**config.mk**
```make
export PLATFORM = sky130hd
export DESIGN_NAME = gbm_ctrl
export DESIGN_NICKNAME = d
export VERILOG_FILES = /design/src/rtl/core/gbm_pkg.sv /design/src/rtl/core/gbm_ctrl.sv
export SDC_FILE = /design/constraint.sdc
export NUM_CORES = 1
export LEC_CHECK = 0
export BUFFER_PORTS_ARGS = -buffer_cell sky130_fd_sc_hd__buf_2
export CELL_PAD_IN_SITES_DETAIL_PLACEMENT = 0
export CELL_PAD_IN_SITES_GLOBAL_PLACEMENT = 1
export CORE_MARGIN = 2
export CORE_UTILIZATION = 35
export DETAILED_ROUTE_END_ITERATION = 10
export GPL_ROUTABILITY_DRIVEN = 0
export PLACE_DENSITY_LB_ADDON = 0.1
export SLEW_MARGIN = 20
export SYNTH_ARGS = -nofsm -noshare
export SYNTH_HDL_FRONTEND = slang
export SYNTH_SLANG_ARGS = --single-unit
export TNS_END_PERCENT = 10
```
**constraint.sdc**
```tcl
create_clock -name clk -period 1.78 [get_ports clk]
set_input_delay 0.356 -clock clk [delete_from_list [all_inputs] [get_ports clk]]
set_output_delay 0.356 -clock clk [all_outputs]
set_load 0.005 [all_outputs]
```
**src/rtl/core/gbm_pkg.sv**
```systemverilog
`default_nettype none
// ----------------------------------------------------------------------------
// gbm_pkg
// Types and constants shared by the GBM price path step controller and
// datapath.
// ----------------------------------------------------------------------------
package gbm_pkg;

	// fixed point constants
	localparam logic [29:0] ONE_Q28   = 30'd268435456;
	localparam logic [27:0] LN2_Q28   = 28'd186065279;
	localparam logic [47:0] PRICE_MAX = 48'hFFFF_FFFF_FFFF;
	// bias that makes the exponent nonnegative before the ln2 reduction
	localparam int          K_BIAS    = 1024;
	localparam logic [39:0] X_OFFSET  = 40'(K_BIAS) * 40'(LN2_Q28);
	// floor(2^40 / ln2_q28), quotient estimate from the top exponent bits
	localparam logic [12:0] LN2_RECIP = 13'd5909;
	localparam logic [3:0]  EXP_TERMS = 4'd12;

	// configuration register indexes
	localparam logic [7:0] CFG_DRIFT_SPREAD   = 8'd0;
	localparam logic [7:0] CFG_VOLATILITY     = 8'd1;
	localparam logic [7:0] CFG_STEP_TIME      = 8'd2;
	localparam logic [7:0] CFG_ROOT_STEP_TIME = 8'd3;

	// controller states
	typedef enum logic [4:0] {
		ST_IDLE,
		ST_SQ,
		ST_SUM,
		ST_MHI,
		ST_MLO,
		ST_DIFF,
		ST_XQ,
		ST_QE,
		ST_QM,
		ST_REM,
		ST_CORR,
		ST_EMUL,
		ST_EREC,
		ST_EFIX,
		ST_PHI,
		ST_PLO,
		ST_MSUM,
		ST_DONE
	} state_t;

	// datapath operations
	typedef enum logic [4:0] {
		OP_NONE,
		OP_LOAD,
		OP_SQ,
		OP_SUM,
		OP_MHI,
		OP_MLO,
		OP_DIFF,
		OP_XQ,
		OP_QE,
		OP_QM,
		OP_REM,
		OP_CORR,
		OP_EMUL,
		OP_EREC,
		OP_EFIX,
		OP_PHI,
		OP_PLO,
		OP_MSUM,
		OP_STORE
	} op_t;

	typedef struct packed {
		op_t op;
	} gbm_cmd_t;

	typedef struct packed {
		logic r_ge;
		logic n_last;
	} gbm_status_t;

	// floor(2^32 / n) for the series divisors
	function automatic logic [32:0] term_recip(input logic [3:0] n);
		logic [32:0] v;
		unique case (n)
			4'd1:    v = 33'd4294967296;
			4'd2:    v = 33'd2147483648;
			4'd3:    v = 33'd1431655765;
			4'd4:    v = 33'd1073741824;
			4'd5:    v = 33'd858993459;
			4'd6:    v = 33'd715827882;
			4'd7:    v = 33'd613566756;
			4'd8:    v = 33'd536870912;
			4'd9:    v = 33'd477218588;
			4'd10:   v = 33'd429496729;
			4'd11:   v = 33'd390451572;
			4'd12:   v = 33'd357913941;
			default: v = 33'd0;
		endcase
		return v;
	endfunction

endpackage
`default_nettype wire

```
**src/rtl/core/gbm_ctrl.sv**
```systemverilog
`default_nettype none
// ----------------------------------------------------------------------------
// gbm_ctrl
// Sequencer for one price step: steps the datapath through the exponent,
// range reduction, exp series and price product, and owns the output valid.
// ----------------------------------------------------------------------------
module gbm_ctrl
	import gbm_pkg::*;
(
	input  wire logic        clk,
	input  wire logic        arst_n,
	input  wire logic        s_tvalid,
	output logic             s_tready,
	output logic             m_tvalid,
	input  wire logic        m_tready,
	output gbm_cmd_t         cmd,
	input  wire gbm_status_t status
);

	state_t state_q, state_d;
	logic   out_valid_q;
	logic   out_free;
	logic   store;

	assign out_free = !out_valid_q || m_tready;
	assign s_tready = (state_q == ST_IDLE);
	assign m_tvalid = out_valid_q;
	assign store    = (state_q == ST_DONE) && out_free;

	// state register
	always_ff @(posedge clk or negedge arst_n) begin
		if (!arst_n) begin
			state_q <= ST_IDLE;
		end else begin
			state_q <= state_d;
		end
	end

	// output valid
	always_ff @(posedge clk or negedge arst_n) begin
		if (!arst_n) begin
			out_valid_q <= 1'b0;
		end else if (store) begin
			out_valid_q <= 1'b1;
		end else if (m_tready) begin
			out_valid_q <= 1'b0;
		end
	end

	// next state and datapath command
	always_comb begin
		state_d = state_q;
		cmd.op  = OP_NONE;
		unique case (state_q)
			ST_IDLE: begin
				if (s_tvalid) begin
					cmd.op  = OP_LOAD;
					state_d = ST_SQ;
				end
			end
			ST_SQ:   begin cmd.op = OP_SQ;   state_d = ST_SUM;  end
			ST_SUM:  begin cmd.op = OP_SUM;  state_d = ST_MHI;  end
			ST_MHI:  begin cmd.op = OP_MHI;  state_d = ST_MLO;  end
			ST_MLO:  begin cmd.op = OP_MLO;  state_d = ST_DIFF; end
			ST_DIFF: begin cmd.op = OP_DIFF; state_d = ST_XQ;   end
			ST_XQ:   begin cmd.op = OP_XQ;   state_d = ST_QE;   end
			ST_QE:   begin cmd.op = OP_QE;   state_d = ST_QM;   end
			ST_QM:   begin cmd.op = OP_QM;   state_d = ST_REM;  end
			ST_REM:  begin cmd.op = OP_REM;  state_d = ST_CORR; end
			ST_CORR: begin
				if (status.r_ge) begin
					cmd.op = OP_CORR;
				end else begin
					state_d = ST_EMUL;
				end
			end
			ST_EMUL: begin cmd.op = OP_EMUL; state_d = ST_EREC; end
			ST_EREC: begin cmd.op = OP_EREC; state_d = ST_EFIX; end
			ST_EFIX: begin
				cmd.op  = OP_EFIX;
				state_d = status.n_last ? ST_PHI : ST_EMUL;
			end
			ST_PHI:  begin cmd.op = OP_PHI;  state_d = ST_PLO;  end
			ST_PLO:  begin cmd.op = OP_PLO;  state_d = ST_MSUM; end
			ST_MSUM: begin cmd.op = OP_MSUM; state_d = ST_DONE; end
			ST_DONE: begin
				if (out_free) begin
					cmd.op  = OP_STORE;
					state_d = ST_IDLE;
				end
			end
			default: state_d = ST_IDLE;
		endcase
	end

`ifndef NO_ASSERTIONS
	a_accept_leaves_idle: assert property (@(posedge clk) disable iff (!arst_n)
		(s_tvalid && s_tready) |=> (state_q == ST_SQ))
		else $error("accepted item did not start the sequence");
	a_done_waits: assert property (@(posedge clk) disable iff (!arst_n)
		(state_q == ST_DONE && out_valid_q && !m_tready) |=> (state_q == ST_DONE))
		else $error("result stored over a pending output");
	a_corr_exit: assert property (@(posedge clk) disable iff (!arst_n)
		(state_q == ST_CORR && !status.r_ge) |=> (state_q == ST_EMUL))
		else $error("reduction correction did not exit");
	a_store_sets_valid: assert property (@(posedge clk) disable iff (!arst_n)
		store |=> out_valid_q)
		else $error("stored result not presented");
`endif

endmodule
`default_nettype wire

```
======== Word level (Yosys, flattened, before mapping) ========
Index checks and enable logic that the tools add are counted.
cells by class
  reductions and logical operators ........ 6
  multiplexer cells ....................... 11
  eq/ne operators ......................... 20
operators by type and width
  cell                  number
  $pmux W5 S18          2
  $eq A5 B4 Y1 const B  8
  $eq A5 B3 Y1 const B  4
  $mux W5               4
  $eq A5 B2 Y1 const B  2
  $eq A5 B5 Y1 const B  2
  $ne A2 B2 Y1 const B  3
  $eq A5 B1 Y1 const B  1
  $logic_not A5 Y1      1
  $mux W4               1
  $mux W1               3
  $mux W3               1
  $reduce_and A3 Y1     1
  $reduce_bool A2 Y1    1
  $logic_and A1 B1 Y1   1
  $logic_not A1 Y1      1
  $logic_or A1 B1 Y1    1
storage, ports and cells
  logic and storage cells ................. 39
  input bits .............................. 6
  output and inout bits ................... 7
  flip-flop bits (word level) ............. 6

======== Depth between registers and ports, before layout ========
  word-level depth ........................ 4
  gate-level depth with buffers ........... 5
  gate-level depth less buffers ........... 4

======== Worst setup path after synthesis ========
No wires, ideal clock.
  path type ............................... flip-flop to output port
  start point ............................. register state_q[3]
  end point ............................... output port cmd[1] in the netlist's numbering
  buffers on the path ..................... 1
  required time ........................... 1.424 ns
  arrival time ............................ 1.117 ns
  stages on the path, launching flop included .. 6
  path slack .............................. 0.307 ns
  path through ............................ dfrtp_1 > buf_6 > nor3b_1 > or2_1 > nor3b_1 > a21o_1
RTL lines
  item                    line            RTL
  from (decl)             gbm_ctrl.sv:20  state_t state_q, state_d;
  from (signal assigned)  gbm_ctrl.sv:35  state_q <= state_d;
  to (decl)               gbm_ctrl.sv:16  output gbm_cmd_t cmd,

==> metrics.csv <==
metric;value;unit
syn_inst;64;
startpoint_type;register;
drive_above_1_share;0.4699;
cap_violations;0;
io_pins;13;
vdd_drop_max;799.7;uV
final_common_cell;buf_2;
fin_crit;1.790;ns
syn_area;506.7;sq um
dp_slack;0.07497;ns
clock-root-buffer;clkbuf_4;
chipHeight;42.05;microns
via_per_inst;5.255;
crit_family;simple AND/OR/NAND/NOR gates;
setup_violations;2;
htree_levels;1;
worstSetupEndpointType;primary output;
leakage;0.3144;nW
critPathKind;register to primary output;
avgSynthCellArea;7.918;sq um
antenna_found_initial;0;
register_area;156.4;sq um
violations;setup timing;
tightest_slew;0.2926;ns
cts_buffers;3;
cp.depth;5;
antennaDiodeCount;0;
grt_use_total;0.1541;
final_hold_viol_count;0;
cp_num_buf_inv;1;
cp_slowest_cell;dfrtp_2;
grt_pass1_wl;2104;microns
layout_common_cells;buf_2 (12), buf_4 (9), nand2_1 (6), nor2_1 (6), dfrtp_2 (5);
min_path_type;primary input to async pin;
ys.warnings.count;0;
grt_max_degree;11;
die_area;0.001768;sq mm
fin_worst_skew;0.002415;ns
wl_per_cell;12.12;microns
multiInputGateArea;344.1;sq um
clock-sinks;6;
p_per_area;1812;mW/mm^2
relSlewSlack;0.8050;
cpMostUsedCell;o21ai_1;
crit_fanout;6;
ys_types;30;
synth_seq_cells;6;
cts_tree;built;
fin_ws;-0.01024;ns
clock_latency;0.24;ns
clockBufferDepth;2;
row_count;13;
ant_nets;0;
crit_chain;or2_4 -> nor3b_2 -> o21ai_1 -> o21ai_1 -> buf_2;
dr.pass1.iters;5;
finalCritPeriodShare;1.006;
drt-total-wl;1188;microns
die_w;42.05;microns
rsz0062_at_grt;true;
utilization;0.5150;
portBuffers;12;
outcome;finished with violations;
cp.arrival;1.43;ns
ys_seq_area_frac;0.2963;
area_growth;35.56;%
start_util;0.3799;
nets;91;
critPathRequiredTime;1.42;ns
drcViolationCount;0;
drt_iter0_drc;8;
final-max-slew-violation-count;0;
grt_pass1_vias;472;
nFillCells;134;
overflow;0;
hpwl;827.2;microns
fmax;0.5586;GHz
slowest_delay;0.43;ns
syn_nets;70;
num_vias;515;
r2r_cells;5;
core-area;0.001334;sq mm
clk_pin_slew;0.04;ns
[state kept, by name, indices dropped and copies added, names as in the netlist]
| register | count |
|---|---|
| state_q | 5 |
| m_tvalid | 1 |
[final timing paths]
kind / start / to / slack (ns)
min reg2reg: m_tvalid / m_tvalid / 0.64
max: state_q[3] / cmd[4] / -0.01
max reg2reg: state_q[1] / state_q[0] / 0.31
max in group asynchronous: arst_n / state_q[3] / 1.17
min: arst_n / state_q[2] / 0.46
min in group clk: status[0] / state_q[0] / 0.56
[worst reg2reg max path, stage by stage, from the launching register on]
cell and delay [ns]:
dfrtp_2 0.48, buf_4 0.20, or3_4 0.39, a21oi_2 0.13, o211ai_1 0.13, o21ai_2 0.07
[layout make-up]
cell class / instances / share of cell area
clock buffer: 3 / 0.03279
inverter: 1 / 0.005464
multi-input combinational: 50 / 0.5009
sequential: 6 / 0.2277
tap: 15 / 0.02732
timing repair buffer: 23 / 0.2058
[synth_stat cells]
library cell,instances,area share
nor3b_1,2,0.030
inv_1,1,0.0074
nor4bb_1,1,0.020
mux2i_1,1,0.020
nor4_1,3,0.037
buf_2,4,0.040
nand2_1,6,0.044
or3_4,1,0.022
nor3_1,2,0.020
nand3_1,1,0.0099
a21oi_2,1,0.017
clkbuf_1,1,0.0074
nand2b_1,2,0.025
a21o_1,1,0.015
dfrtp_1,6,0.30
or3b_1,1,0.017
o21ai_1,3,0.030
o41ai_1,1,0.017
nor2_1,6,0.044
nor3b_2,1,0.025
xor2_1,2,0.035
or2_1,2,0.025
nand4_1,1,0.012
xnor2_1,1,0.017
o21ai_2,1,0.017
a21oi_1,6,0.059
nor2b_1,1,0.012
buf_6,2,0.044
o21ai_0,2,0.020
o211ai_1,1,0.015
[per-layer routing]
metal	GRT usage	wire length [microns]	share of wire
met1	0.2152	579	0.49
met2	0.2281	564	0.47
met3	0.05172	44	0.037
met4	0.03750	0	0
met5	0	0	0
[what timing repair did]
action,CTS,global route
setup buffers,4,1
pin swaps,5,3
setup endpoints to repair,4,4
hold endpoints to repair,6,0
gates resized for setup,8,4
hold buffers,1,0
[where the power goes]
part	switching, mW	internal (mW)
Combinational	0.360	0.431
Clock	0.0480	0.0762
Sequential	0.127	0.202
Total	0.535	0.709
[logic make-up (layout without fill, tap and decap cells)]
logic type	Yosys count	after routing	synth area share
xor+xnor	3	3	0.05186
simple gates	30	30	0.3432
compound gates	16	16	0.1901
mux	1	1	0.01975
buf+inv	8	27	0.09875
flops	6	6	0.2963
[metrics by stage]
stage | total power, mW | instance area (sq um) | TNS (ns) | hold WS [ns] | cells
after floorplan | 0.7903 | 506.7 | 0 | 0.06041 | 64
after global placement | 0.9680 | 576.8 | 0 | 0.1827 | 89
after detailed placement | 0.9674 | 576.8 | 0 | 0.1856 | 89
after CTS | 1.212 | 664.4 | -0.1565 | 0.4535 | 97
after global routing | 1.364 | 686.9 | -0.2813 | 0.4773 | 98
final | 1.244 | 686.9 | -0.01459 | 0.4577 | 98
No activity file was read; power rests on OpenSTA's default activity.
